File: config.mk
export PLATFORM = sky130hd
export DESIGN_NAME = bsoc_fifo
export DESIGN_NICKNAME = d
export VERILOG_FILES = /design/src/rtl/assert_macros.svh /design/src/rtl/bsoc_pkg.sv /design/src/rtl/bsoc_fifo.sv
export SDC_FILE = /design/constraint.sdc
export NUM_CORES = 1
export LEC_CHECK = 0
export ABC_AREA = 1
export BUFFER_PORTS_ARGS = -buffer_cell sky130_fd_sc_hd__buf_2
export CORE_ASPECT_RATIO = 0.9
export CORE_MARGIN = 2
export CORE_UTILIZATION = 52
export CTS_CLUSTER_DIAMETER = 40
export DETAILED_ROUTE_END_ITERATION = 6
export PLACE_DENSITY = 0.79
export SETUP_SLACK_MARGIN = 0.1
export SYNTH_ARGS = -nofsm -noshare
export SYNTH_HDL_FRONTEND = slang
export SYNTH_SLANG_ARGS = --single-unit
File: constraint.sdc
create_clock -name clk -period 7.3 [get_ports clk]
set_input_delay 1.46 -clock clk [delete_from_list [all_inputs] [get_ports clk]]
set_output_delay 1.46 -clock clk [all_outputs]
set_load 0.05 [all_outputs]
File: src/rtl/assert_macros.svh
// assertion helpers, sampled on clk and held off during rst
`ifndef ASSERT_MACROS_SVH
`define ASSERT_MACROS_SVH

`define ASSERT_ALWAYS(label, cond, msg) \
  label: assert property (@(posedge clk) disable iff (rst) (cond)) else $error(msg);

`define ASSERT_IMPLIES(label, pre, post, msg) \
  label: assert property (@(posedge clk) disable iff (rst) (pre) |-> (post)) else $error(msg);

`endif

File: src/rtl/bsoc_pkg.sv
`timescale 1ns / 1ps
package bsoc_pkg;

  localparam int CAPACITY = 4096;
  localparam int ADDR_W   = $clog2(CAPACITY);
  localparam int LEN_W    = ADDR_W + 1;
  localparam int DATA_W   = 8;
  localparam int QUEUE_DEPTH = 2;
  localparam int QPTR_W   = $clog2(QUEUE_DEPTH);
  localparam int QCNT_W   = $clog2(QUEUE_DEPTH + 1);

  localparam logic [1:0] OP_WRITE = 2'd0;
  localparam logic [1:0] OP_COPY  = 2'd1;
  localparam logic [1:0] OP_READ  = 2'd2;

  typedef enum logic [1:0] {
    CMD_NONE,
    CMD_WRITE,
    CMD_COPY,
    CMD_READ
  } cmd_kind_t;

  typedef struct packed {
    cmd_kind_t         kind;
    logic              ok;
    logic [LEN_W-1:0]  fill_count;
    logic [ADDR_W-1:0] target;
    logic [ADDR_W-1:0] source;
    logic [LEN_W-1:0]  count;
    logic [DATA_W-1:0] value;
  } q_entry_t;

  typedef struct packed {
    logic full;
    logic empty;
  } q_status_t;

  typedef struct packed {
    logic clearing;
  } back_status_t;

endpackage

File: src/rtl/bsoc_fifo.sv
`timescale 1ns / 1ps
module bsoc_fifo
  import bsoc_pkg::*;
(
  input  logic      clk,
  input  logic      rst,
  input  logic      push,
  input  q_entry_t  push_entry,
  input  logic      pop,
  output q_entry_t  head,
  output q_status_t status
);

  q_entry_t entries [QUEUE_DEPTH];
  logic [QPTR_W-1:0] wr_ptr;
  logic [QPTR_W-1:0] rd_ptr;
  logic [QCNT_W-1:0] used;

  assign head         = entries[rd_ptr];
  assign status.full  = (used == QCNT_W'(QUEUE_DEPTH));
  assign status.empty = (used == '0);

  always_ff @(posedge clk) begin
    if (rst) begin
      wr_ptr <= '0;
      rd_ptr <= '0;
      used   <= '0;
    end else begin
      if (push) begin
        entries[wr_ptr] <= push_entry;
        wr_ptr <= (wr_ptr == QPTR_W'(QUEUE_DEPTH - 1)) ? '0 : wr_ptr + 1'b1;
      end
      if (pop) begin
        rd_ptr <= (rd_ptr == QPTR_W'(QUEUE_DEPTH - 1)) ? '0 : rd_ptr + 1'b1;
      end
      if (push && !pop) begin
        used <= used + 1'b1;
      end else if (pop && !push) begin
        used <= used - 1'b1;
      end
    end
  end

endmodule

==> results.toml, run 1 <==
[global_routing]
grt_max_degree = 62
use_met1_pct = 19.8
top_usage_layer = "met2"
overflow = 0
antenna_found_initial = 0
grt.total_usage_pct = 16.0
grt_pass1_vias = 2353
met2_usage_pct = 25.6
grt_pass1_wl_um = 11800
grt_util_met3_pct = 5.23

[yosys]
netlist_area_um2 = 4940
synth_cell_types = 16
syn_avg_cell_area_um2 = 22.0
synthCells = 224
synth_fp_nets = 290
yosysSeqAreaShare_pct = 76.2
yosysWarnings = 0
ys_seq_elements = 127

[route]
drt_wl_total_um = 7930
via_per_inst = 4.85
initialDrtViolationCount = 96
dr.pass1.iters = 4
ant_nets = 0
num_vias = 2429
wl_per_cell_um = 15.8
drc_errors = 0

[die]
io_pins = 128
core-area_um2 = 9170
dieArea_um2 = 10300
fp.dieW_um = 107
initial_core_util_pct = 53.9
fp.dieH_um = 96.5
std_cell_rows = 33

[worst_setup_path]
cp.arrival_ns = 2.24
criticalPathCategory = "flop to primary output"
cp-end-kind = "primary output"
path_max_fanout = 61
r2r-start = "wr_ptr"
crit_path_start_kind = "flop"
required_ns = 5.84

[timing]
holdWs_ns = 0.469
rsz0062_at_grt = "false"
hold_violations = 0
setup-tns-final_ns = 0
fin_ws_ns = 3.60
fin_crit_ns = 3.70
finalCritPeriodShare_pct = 50.6
worstMarginPinSlew_ns = 1.14
setup_viol = 0
finClkSkew_ns = 0.00961
relSlewSlack_pct = 23.8
max_freq_mhz = 270
timing.final.max_slew_violations = 0

[placement]
portBuffers = 127
place.gp.congestion = 0.684
dp_slack_ns = 4.03
postPlaceCellArea_um2 = 5630
dp_hpwl_um = 5080

[clocking]
clkSinkCount = 127
cts_inserted_buffers = 17
clk_latency_ns = 0.51
clk_pin_slew_ns = 0.06
cts-root-buf = "clkbuf_8"
cts_tree = "yes"
cts_setup_buffers = 0
ctsHoldBuffers = 0
post_cts_resized = 0
clk_path_buf_depth = 2
htree_levels = 4

[power_and_ir_drop]
total_leakage_power_uw = 0.00251
p_per_area_nw_per_um2 = 316
vdd_drop_max_mv = 0.214

[worst_hold_path]
min_from = "wr_ptr"
hp-class = "flop to flop"

[finish]
drive_above_1_share_pct = 58.8
most-common-layout-cells = "buf_2, edfxtp_1, mux2_4"
design_area_um2 = 6270
final_common_cell = "buf_2"
sequential_cell_area_um2 = 3770
filler_cell_count = 632
multiInputGateArea_um2 = 1020
area_growth_pct = 26.9
n_antenna_cell = 0
nets = 432

[flow_run]
cap_viol_max_count = 0

[status]
status = "completed"
-- cells by family after synthesis --
kind of cell             count (synthesis)  share of synthesized area (%)
AO/OA/AOI/OAI                            3                          0.304
XOR/XNOR                                 1                          0.177
adder cells (fa/ha/maj)                  1                          0.253
buffers and inverters                   16                           3.34
flip-flops                             127                           76.2
multiplexers                            61                           18.5
AND/OR/NAND/NOR                         15                           1.24
-- synth_stat cells (all sizes together) --
library cell  instances  area share [%]
mux2                 61              18
nor2                  6            0.46
nand4                 1            0.13
dfxtp                 5             2.0
nand2                 6            0.46
nand3                 1            0.10
inv                   9            0.68
edfxtp              122              74
o21ai                 1            0.10
ha                    1            0.25
xnor2                 1            0.18
buf                   7             2.7
a21oi                 2            0.20
nor3                  1            0.10
-- cell type report --
| class | instances | area share [%] |
|---|---|---|
| flip-flops and latches | 127 | 60.1 |
| multi-input cells | 81 | 16.3 |
| repair buffers | 130 | 10.5 |
| clock buffers | 18 | 6.67 |
| clock inverters | 14 | 3.43 |
| well taps | 122 | 2.44 |
| inverters | 9 | 0.539 |
-- final timing paths --
path	endpoint	slack, ns	depth (start not counted)
max	head[40]	3.60	2
min	wr_ptr	0.47	2
max reg2reg	entries[0][10]	5.26	4
min reg2reg	wr_ptr	0.47	2
-- sequential cells by signal (all words and copies together), names as in the netlist, named ones only --
signal / cells
entries: 122
rd_ptr: 1
used: 2
wr_ptr: 1
-- worst max-delay path, stage by stage, from the launching register on --
cell     delay, ns
dfxtp_4       1.08
mux2_2        0.42
buf_2         0.21
-- per-stage QoR --
stage | cells | power (uW) | utilization [%]
6_report | 501 | 1980 | 68.4
5_1_grt | 501 | 2040 | 68.4
4_1_cts | 501 | 2000 | 68.4
3_5_place_dp | 469 | 1110 | 61.5
3_3_place_gp | 469 | 1110 | 61.5
2_1_floorplan | 224 | 1070 | -
-- per-layer routing --
layer	part of all wire [%]	vias to the layer above	wire length (um)
met5	0	-	0
met4	1.2	0	97
met3	6.2	11	493
met2	50	96	3980
met1	42	1168	3350
li1	-	1154	-
-- where the power goes --
part | total, uW | switching, uW | internal [uW]
registers | 853 | 24.8 | 828
logic | 242 | 154 | 87.2
clock network | 883 | 295 | 588
Power figures use the tool's default switching activity.
==> inputs of run 2 (changes only) <==
==> constraint.sdc (replaced) <==
create_clock -name clk -period 3.47 [get_ports clk]
set_input_delay 0.694 -clock clk [delete_from_list [all_inputs] [get_ports clk]]
set_output_delay 0.694 -clock clk [all_outputs]
set_load 0.05 [all_outputs]
==> run 2 against run 1 <==
Against the previous run: via count is 0.62% higher; clock-buffer cell count stayed put; global-route usage hardly changed; flip-flop and latch count stayed put; cell count is 0.40% higher.
==> results.toml, run 2 (same netlist as run 1, synthesis figures left out) <==
[status]
status = "completed"

[placement]
postPlaceCellArea_um2 = 5680
place.gp.congestion = 0.671
dp_hpwl_um = 5480
portBuffers = 127

[finish]
n_antenna_cell = 0
filler_cell_count = 651
final_common_cell = "buf_2"
most-common-layout-cells = "buf_2, edfxtp_1, mux2_4"
drive_above_1_share_pct = 59.6
regMostFlops = "entries"
multiInputGateArea_um2 = 1030
sequential_cell_area_um2 = 3770
reg_top3 = "entries: 122 flops, used: 2 flops"
largest_reg_flops = 122
design_area_um2 = 6230
nets = 434
area_growth_pct = 26.2

[worst_setup_path]
ff2ff_path_depth = 4
r2r_slack_ns = 1.74
cp-end-kind = "primary output"
required_ns = 2.78
criticalPathCategory = "flop to primary output"
worstPathCellList = "buf_4 > mux2_4 > buf_2"
slowest_delay_ns = 0.79
crit_path_start_kind = "flop"
cp.arrival_ns = 2.16
crit_slowest_cell = "dfxtp_4"
path_max_fanout = 36

[die]
std_cell_rows = 33
io_pins = 128
core-area_um2 = 9170
initial_core_util_pct = 53.9
fp.dieW_um = 107
dieArea_um2 = 10300
fp.dieH_um = 96.5

[power_and_ir_drop]
total_leakage_power_uw = 0.00250
vdd_drop_max_mv = 0.342
p_per_area_nw_per_um2 = 628

[route]
drt_wl_total_um = 8190
dr.pass1.iters = 4
drc_errors = 0
ant_nets = 0
via_per_inst = 4.86
num_vias = 2444
wl_per_cell_um = 16.3
initialDrtViolationCount = 77

[worst_hold_path]
hp-class = "input pin to flop"
whs_path_depth = 1

[clocking]
ctsHoldBuffers = 0
cts-root-buf = "clkbuf_8"
cts_inserted_buffers = 17
clkSinkCount = 127
post_cts_resized = 0
cts_tree = "yes"
clk_pin_slew_ns = 0.06
clk_path_buf_depth = 2
clk_latency_ns = 0.50
htree_levels = 4
cts_setup_buffers = 0

[global_routing]
grt_pass1_wl_um = 11800
grt.total_usage_pct = 16.0
antenna_found_initial = 0
overflow = 0
grt_max_degree = 42
grt_pass1_vias = 2388

[timing]
rsz0062_at_grt = "false"
timing.final.max_slew_violations = 0
hold_violations = 0
finalCritPeriodShare_pct = 82.3
finClkSkew_ns = 0.00732
max_freq_mhz = 350
holdWs_ns = 0.381
fin_crit_ns = 2.86
setup-tns-final_ns = 0
setup_viol = 0
worstMarginPinSlew_ns = 0.683
relSlewSlack_pct = 54.5

[flow_run]
cap_viol_max_count = 0
-- run 2: cell types whose count changed in the layout (fill, tap and decap cells not counted), moves of 2 or more --
cell / delta
clkinv_1: -2
inv_6: +3
bufinv_16: -4
buf_12: +2
-- run 2: path summary, 6_finish.rpt --
kind                                       end            from
worst max-delay path                  head[30]            flop
worst min-delay path            entries[1][14]  push_entry[14]
worst max register to register  entries[0][23]          wr_ptr
worst min register to register          wr_ptr          wr_ptr
-- run 2: final cells by class --
cell class | instances | share of cell area, %
clock inverters | 14 | 2.17
multi-input cells | 81 | 16.5
inverters | 9 | 0.542
well taps | 122 | 2.45
repair buffers | 132 | 11.2
clock buffers | 18 | 6.70
flip-flops and latches | 127 | 60.4
-- run 2: worst max-delay path: cells and delay by family, from the launching register on --
kind | cells | cell delay (ns)
multiplexers | 1 | 0.32
buffers and inverters | 2 | 0.55
flip-flops | 1 | 0.79
-- run 2: power breakdown --
part           switching, uW  total [uW]  internal, uW
Clock                    643        1600           959
Combinational            344         531           186
Sequential              37.6        1780          1740
Total                   1020        3910          2890
-- run 2: layer usage --
layer	global-route usage, %	vias up	share of wire, %
met5	0	-	0
met4	7.79	0	1.4
met3	5.97	9	6.1
met2	27.1	88	54
met1	18.2	1190	38
li1	-	1157	-
-- run 2: through the flow --
step	setup slack [ns]	total power, uW	utilization [%]	cells
after floorplan	0.700	2240	-	224
after global placement	1.13	2330	62.0	471
after detailed placement	1.11	2350	62.0	471
after CTS	0.557	3960	68.0	503
after global routing	0.493	4050	68.0	503
final	0.614	3910	68.0	503
