### config.mk
export PLATFORM = sky130hd
export DESIGN_NAME = bsoc_front
export DESIGN_NICKNAME = d
export VERILOG_FILES = /design/src/rtl/assert_macros.svh /design/src/rtl/bsoc_pkg.sv /design/src/rtl/bsoc_front.sv
export SDC_FILE = /design/constraint.sdc
export NUM_CORES = 1
export LEC_CHECK = 0
export ABC_AREA = 1
export BUFFER_PORTS_ARGS = -buffer_cell sky130_fd_sc_hd__buf_4
export CORE_AREA = 2 2 77 133
export DETAILED_ROUTE_END_ITERATION = 12
export DIE_AREA = 0 0 79 135
export GPL_TIMING_DRIVEN = 0
export PLACE_DENSITY = 0.79
export SLEW_MARGIN = 20
export SYNTH_ARGS = -nofsm -noshare
export SYNTH_HDL_FRONTEND = slang
export SYNTH_SLANG_ARGS = --single-unit
### constraint.sdc
create_clock -name clk -period 6.1 [get_ports clk]
set_clock_uncertainty 0.15 [all_clocks]
set_input_delay 1.22 -clock clk [delete_from_list [all_inputs] [get_ports clk]]
set_output_delay 1.22 -clock clk [all_outputs]
set_load 0.05 [all_outputs]
### src/rtl/assert_macros.svh
// assertion helpers, sampled on clk and held off during rst
`ifndef ASSERT_MACROS_SVH
`define ASSERT_MACROS_SVH

`define ASSERT_ALWAYS(label, cond, msg) \
  label: assert property (@(posedge clk) disable iff (rst) (cond)) else $error(msg);

`define ASSERT_IMPLIES(label, pre, post, msg) \
  label: assert property (@(posedge clk) disable iff (rst) (pre) |-> (post)) else $error(msg);

`endif

### src/rtl/bsoc_pkg.sv
`timescale 1ns / 1ps
package bsoc_pkg;

  localparam int CAPACITY = 4096;
  localparam int ADDR_W   = $clog2(CAPACITY);
  localparam int LEN_W    = ADDR_W + 1;
  localparam int DATA_W   = 8;
  localparam int QUEUE_DEPTH = 2;
  localparam int QPTR_W   = $clog2(QUEUE_DEPTH);
  localparam int QCNT_W   = $clog2(QUEUE_DEPTH + 1);

  localparam logic [1:0] OP_WRITE = 2'd0;
  localparam logic [1:0] OP_COPY  = 2'd1;
  localparam logic [1:0] OP_READ  = 2'd2;

  typedef enum logic [1:0] {
    CMD_NONE,
    CMD_WRITE,
    CMD_COPY,
    CMD_READ
  } cmd_kind_t;

  typedef struct packed {
    cmd_kind_t         kind;
    logic              ok;
    logic [LEN_W-1:0]  fill_count;
    logic [ADDR_W-1:0] target;
    logic [ADDR_W-1:0] source;
    logic [LEN_W-1:0]  count;
    logic [DATA_W-1:0] value;
  } q_entry_t;

  typedef struct packed {
    logic full;
    logic empty;
  } q_status_t;

  typedef struct packed {
    logic clearing;
  } back_status_t;

endpackage

### src/rtl/bsoc_front.sv
`timescale 1ns / 1ps
module bsoc_front
  import bsoc_pkg::*;
(
  input  logic              clk,
  input  logic              rst,
  input  logic              in_valid,
  output logic              in_ready,
  input  logic [1:0]        op,
  input  logic [ADDR_W-1:0] target,
  input  logic [ADDR_W-1:0] source,
  input  logic [LEN_W-1:0]  count,
  input  logic [DATA_W-1:0] value,
  input  back_status_t      back_status,
  input  q_status_t         q_status,
  output logic              push,
  output q_entry_t          push_entry
);

  localparam logic [LEN_W:0] CAP_EXT = (LEN_W + 1)'(CAPACITY);

  logic [LEN_W-1:0] fill_length;
  logic [LEN_W-1:0] fill_length_next;
  logic [LEN_W-1:0] tgt_end;
  logic [LEN_W:0]   need;
  logic [LEN_W:0]   src_end;
  logic [LEN_W:0]   fill_ext;
  cmd_kind_t        kind;
  logic             ok;

  assign in_ready = !back_status.clearing && !q_status.full;
  assign push     = in_valid && in_ready;

  assign tgt_end  = LEN_W'(target) + 1'b1;
  assign need     = (LEN_W + 1)'(target) + (LEN_W + 1)'(count);
  assign src_end  = (LEN_W + 1)'(source) + (LEN_W + 1)'(count);
  assign fill_ext = (LEN_W + 1)'(fill_length);

  always_comb begin
    kind = CMD_NONE;
    ok = 1'b0;
    fill_length_next = fill_length;
    case (op)
      OP_WRITE: begin
        kind = CMD_WRITE;
        ok = 1'b1;
        if (tgt_end > fill_length) begin
          fill_length_next = tgt_end;
        end
      end
      OP_COPY: begin
        if (count == '0) begin
          ok = 1'b1;
        end else if (LEN_W'(source) >= fill_length) begin
          ok = 1'b0;
        end else if (target <= source && src_end > fill_ext) begin
          ok = 1'b0;
        end else if (need > CAP_EXT) begin
          ok = 1'b0;
        end else begin
          kind = CMD_COPY;
          ok = 1'b1;
          if (need > fill_ext) begin
            fill_length_next = LEN_W'(need);
          end
        end
      end
      OP_READ: begin
        if (LEN_W'(target) < fill_length) begin
          kind = CMD_READ;
          ok = 1'b1;
        end
      end
      default: begin
        kind = CMD_NONE;
      end
    endcase
  end

  always_comb begin
    push_entry.kind       = kind;
    push_entry.ok         = ok;
    push_entry.fill_count = fill_length_next;
    push_entry.target     = target;
    push_entry.source     = source;
    push_entry.count      = count;
    push_entry.value      = value;
  end

  always_ff @(posedge clk) begin
    if (rst) begin
      fill_length <= '0;
    end else if (push) begin
      fill_length <= fill_length_next;
    end
  end

endmodule

==> results of run 1 <==
power breakdown:
part           internal, mW  total [mW]  switching [mW]
clock network        0.0874       0.126          0.0382
logic                 0.281       0.739           0.458
registers            0.0897      0.0940         0.00424
worst max-delay path by stage:
stage                    from             end  slack, ps
global route        source[0]  push_entry[57]       -270
finish               count[0]  push_entry[52]        -20
detailed placement  source[0]  push_entry[53]       -590
global placement    source[0]  push_entry[53]       -560
CTS                  count[0]  push_entry[48]       -150
floorplan           source[0]  push_entry[57]         40
worst min-delay path, cell delays in order, from the launching register on:
cell and delay [ps]:
dfxtp_1 340, a22oi_1 130, nand3_1 110, nand2_1 50, inv_1 40
final cells by class:
class | instances | area, um^2
buffer | 57 | 408
clock buffer | 3 | 75.1
clock inverter | 1 | 5.00
fill | 880 | 2980
inverter | 134 | 503
multi-input combinational | 626 | 4100
sequential | 13 | 260
tap | 122 | 153
timing repair buffer | 122 | 1050
cells by family (layout without fill, tap and decap cells):
group / Yosys count / count (layout) / synth area share [%]
AO/OA/AOI/OAI: 117 / 117 / 12.8
XOR/XNOR: 19 / 19 / 3.36
adder cells (fa/ha/maj): 102 / 102 / 26.0
buffers and inverters: 191 / 317 / 18.3
flip-flops: 13 / 13 / 5.25
AND/OR/NAND/NOR: 388 / 388 / 34.3
per-layer routing:
layer  wire (um)  part of all wire, %
met2        9020                   52
met1        6270                   36
met5           0                    0
met4        1190                  6.9
met3         929                  5.3
synth_stat cells (3+ instances only):
library cell  number
xor2_1            14
a21oi_1           67
nor3_1            12
nor2_2             3
nand3_1           77
xnor2_1            5
dfxtp_1           13
or2_2              3
ha_1             100
nand2_1          221
buf_4             48
nor2_1            33
clkbuf_1           6
o21ai_0           32
inv_1            131
nand4_1           21
a21boi_0           7
nand2_2           10
timing repair:
action                     in CTS  in global routing
setup endpoints to repair      15                 15
cloned                          1                  0
pin swaps                      20                 18
gates resized for setup        68                 52
setup buffers                   9                  8
stage by stage:
stage / total power [mW] / setup TNS, ps
2_1_floorplan: 0.556 / 0
3_3_place_gp: 0.724 / -6840
3_5_place_dp: 0.736 / -7250
4_1_cts: 0.907 / -1740
5_1_grt: 1.03 / -2780
6_report: 0.959 / -36.2
==> out/metrics.cfg, run 1 <==
[cells_and_area]
final_cell_mix = 194 x nand2_1, 150 x buf_4, 130 x inv_1
drive_above_1_share_pct = 27.1
stdcell_count = 1078
layout.nets = 1112
n_antenna_cell = 0
reg.largest.list = fill_length x13
fin_area_um2 = 6550
largest_reg_flops = 13
top_register = fill_length
mostFrequentLayoutCell = nand2_1
syn2layout_area_growth_pct = 32.0
finish.utilization_pct = 68.7

[min_path]
hold_path_class = flip-flop to flip-flop
min_delay_path_depth = 4
whs_endpoint = fill_length[12]$_SDFFE_PP0P_
worstHoldStart = fill_length[12]$_SDFFE_PP0P_

[critical_path]
crit_type = input port to output pin
worst-path-stages = 30
cp_num_buf_inv = 3
slowest_stage = fa_2
cp_top_family = simple AND/OR/NAND/NOR gates
worstPathRequired_ps = 4730
endpoint_kind = output pin
arrival_ps = 4750
reg2reg_from = fill_length[2]$_SDFFE_PP0P_
critPathMaxStageDelay_ps = 350
r2r_end = fill_length[0]$_SDFFE_PP0P_
r2r_slack_ps = 2910
worst_setup_path_start_kind = input port
crit_fanout = 5
rr_worst_depth = 18

[global_route]
use_met1_pct = 33.0
grt_overflow = 0
busiest_layer = met2
grt_antenna_before_repair = 0
grtUsageMet2_pct = 58.1
grt_pass1_vias = 5617
grtUsageMet3_pct = 1.80
grt_util_all_layers_pct = 31.0
grt_pass1_wl_mm = 26.3
grt_max_degree = 11

[sta]
min_period_ps = 6120
finalSetupViolations = 3
slew-limit-headroom_pct = 56.2
worst_slack_ps = -20.7
maxSlewViolCount = 0
max_clock_freq_mhz = 163
rsz0062_at_grt = true
hold_ws_ps = 551
fin_crit_sh_pct = 100
worstMarginPinSlew_ps = 650
hold_viol = 0

[logic_synthesis]
yosys_warnings = 0
synth-seq-cells = 13
synth_area_leaders = ha_1 25%, nand2_1 17%, inv_1 9.9%
synth_cells = 830
mappedNetlistArea_um2 = 4960
ys_types = 40
ys_seq_area_share_pct = 5.25
avgSynthCellArea_um2 = 5.98
synth_top_area_share_pct = 25.2
async_flop_share_pct = 0
synth_area_leader_cell = ha_1
synthFlopType = dfxtp_1
synth_fp_nets = 985
synth_edf_count = 0

[clock_network]
cts_hold_buf = 0
cts.clk_slew.worst_paths_ps = 50
cts-root-buf = clkbuf_16
clockBufferDepth = 2
cts_made_buffers = 3
cts.sinks = 13
cts_tree = built
clk-insertion-delay-late_ps = 240
cts.htree.levels = 1

[floorplanning]
die_w_um = 79
die-area_um2 = 10700
rows = 47
core-area_um2 = 9530
pin_count = 116
die_h_um = 135
start_util_pct = 52.1

[power]
ir_drop_v = 0.000128
p_leak_nw = 3.65
cellPowerDensity_nw_per_um2 = 146

[placed_design]
dpl.hpwl_mm = 13.0
place_area_um2 = 5900
numPortBuffers = 105
dp_slack_ps = -586
gp_congestion = 0.922
dp_cells = 1057

[outcome]
violations = negative setup slack
outcome = complete, but fails checks

[detailed_routing]
vias = 5956
wl_per_cell_um = 16.1
viasPerCell = 5.53
drt_wl_total_mm = 17.4
antenna_left = 0
firstDrtPassIters = 5
drc = 0
first_iter_violations = 360

[run]
max-cap-violations = 0

Power figures use the tool's default switching activity.
==> run 2: changes to the inputs <==
- CORE_AREA: 2 2 77 133 -> 2 2 100 102
- DIE_AREA: 0 0 79 135 -> 0 0 102 104
- PLACE_DENSITY: 0.79 -> 0.82
- clock period: 6.1 -> 7.3 ns (I/O delays scaled with it)
==> run 2 against run 1 <==
Against the previous run:
- the run now ends clean
- setup slack better by 320 ps
- via count shrank 4.3%
- clock-buffer cell count is 1 higher
- die area shrank 0.53%
- sequential power down 17%
- utilization decreased by 5.6 points
- global-route usage decreased by 2.8 points
- cell area decreased by 7.9%
- hold slack lost 34 ps
- critical path depth unchanged
- critical path type unchanged
- largest power group unchanged
==> out/metrics.cfg, run 2 (same netlist as run 1, synthesis figures left out) <==
[detailed_routing]
antenna_left = 0
viasPerCell = 5.31
first_iter_violations = 306
drt_wl_total_mm = 14.8
wl_per_cell_um = 13.8
vias = 5698
drc = 0
firstDrtPassIters = 5

[floorplanning]
die-area_um2 = 10600
die_w_um = 102
start_util_pct = 51.9
die_h_um = 104
rows = 36
core-area_um2 = 9550
pin_count = 116

[power]
ir_drop_v = 0.0000678
power_uw = 691
combinationalPowerShare_pct = 79.2
p_clk_share_pct = 9.6
cellPowerDensity_nw_per_um2 = 115
power.share.switching_pct = 55.0
p_leak_nw = 3.50
p_int_uw = 311
power.switching_uw = 380
pwr-share-seq_pct = 11.3

[cells_and_area]
fin_area_um2 = 6030
largest_reg_flops = 13
final_cell_mix = 220 x nand2_1, 148 x buf_4, 131 x inv_1
mostFrequentLayoutCell = nand2_1
n_fill_cell = 935
reg.largest.list = fill_length x13
drive_above_1_share_pct = 20.1
top_register = fill_length
syn2layout_area_growth_pct = 21.6
layout.nets = 1096
n_antenna_cell = 0
stdcell_count = 1073

[critical_path]
critPathMaxStageDelay_ps = 360
path_common_cell = nand2_1
r2r_end = fill_length[0]$_SDFFE_PP0P_
crit_fanout = 10
worst_setup_path_start_kind = input port
slowest_stage = fa_2
arrival_ps = 5390
endpoint_kind = output pin
crit_type = input port to output pin
reg2reg_from = fill_length[1]$_SDFFE_PP0P_
cp-endpoint = push_entry[52]
r2r_slack_ps = 4260
worstSetupStartpoint = source[0]
rr_worst_depth = 18
worstPathRequired_ps = 5690

[sta]
hold_ws_ps = 517
maxSlewViolCount = 0
fin_crit_sh_pct = 95.9
max_clock_freq_mhz = 143
hold_viol = 0
slew-limit-headroom_pct = 65.6
min_period_ps = 7000
rsz0062_at_grt = false
finalSetupViolations = 0
worstMarginPinSlew_ps = 511

[clock_network]
cts.clk_slew.worst_paths_ps = 60
cts-root-buf = clkbuf_8
cts_made_buffers = 3
clk-insertion-delay-late_ps = 250
clockBufferDepth = 2
cts.sinks = 13
cts_tree = built
cts.htree.levels = 1

[min_path]
hold_path_class = flip-flop to flip-flop

[global_route]
grt_pass1_wl_mm = 24.4
grt_overflow = 0
grt_util_all_layers_pct = 28.2
grt_pass1_vias = 5234
grt_antenna_before_repair = 0
grt_max_degree = 11

[run]
max-cap-violations = 0

[placed_design]
dp_cells = 1068
dpl.hpwl_mm = 12.1
gp_congestion = 0.924
place_area_um2 = 5910
numPortBuffers = 105

[outcome]
outcome = completed

==> run 2: how the worst min path moves through the flow <==
stage	start	cells after the start	slack, ps	endpoint
2_1_floorplan	fill_length[12]$_SDFFE_PP0P_	4	430	fill_length[12]$_SDFFE_PP0P_
3_3_place_gp	fill_length[12]$_SDFFE_PP0P_	4	460	fill_length[12]$_SDFFE_PP0P_
3_5_place_dp	fill_length[12]$_SDFFE_PP0P_	4	470	fill_length[12]$_SDFFE_PP0P_
4_1_cts	fill_length[12]$_SDFFE_PP0P_	4	510	fill_length[12]$_SDFFE_PP0P_
5_1_grt	fill_length[7]$_SDFFE_PP0P_	4	570	fill_length[7]$_SDFFE_PP0P_
6_report	fill_length[1]$_SDFFE_PP0P_	4	520	fill_length[1]$_SDFFE_PP0P_
==> run 2: metal layers <==
metal  wire length [um]  GRT usage [%]  vias up  part of all wire [%]
met5                  0              0        -                     0
met4                500           9.71        0                   3.4
met3               1280           2.89       35                   8.6
met2               6610           46.1      244                    45
met1               6420           38.1     2513                    43
li1                   -              -     2906                     -
==> run 2: critical path, delay by kind of cell <==
| family | cells | cell delay (ps) |
|---|---|---|
| AOI/OAI and AO/OA | 5 | 670 |
| xor gates and xnor gates | 1 | 100 |
| adders and majority gates | 3 | 870 |
| buffers and inverters | 3 | 480 |
| and+or+nand+nor | 18 | 1770 |
==> run 2: area by class of cell <==
class | count | area, um^2 | share of cell area (%)
multi-input cells | 626 | 3830 | 63.6
repair buffers | 106 | 818 | 13.6
inverters | 134 | 503 | 8.34
plain buffers | 57 | 403 | 6.68
flip-flops and latches | 13 | 260 | 4.32
well taps | 133 | 166 | 2.76
clock buffers | 4 | 45.0 | 0.747
==> run 2: power groups by stage <==
stage               logic (mW)  clock network, mW  registers [mW]
finish                   0.547             0.0661          0.0780
global route             0.612             0.0696          0.0783
CTS                      0.533             0.0647          0.0778
detailed placement       0.530                  0          0.0793
global placement         0.521                  0          0.0792
floorplan                0.386                  0          0.0783
==> run 2: stage by stage <==
step | util [%] | setup TNS (ps) | setup slack [ps]
finish | 63.1 | 0 | 299
global route | 63.1 | 0 | 22.0
CTS | 62.5 | 0 | 102
detailed placement | 61.9 | -13.8 | -13.8
global placement | 61.9 | 0 | 39.4
floorplan | - | 0 | 761
==> run 2: what timing repair did <==
action	4_1_cts	5_1_grt
cloned	0	0
endpoints found under the setup margin	7	13
hold buffers	0	0
buffers inserted	0	1
resized for setup	1	16
pin swaps	0	3
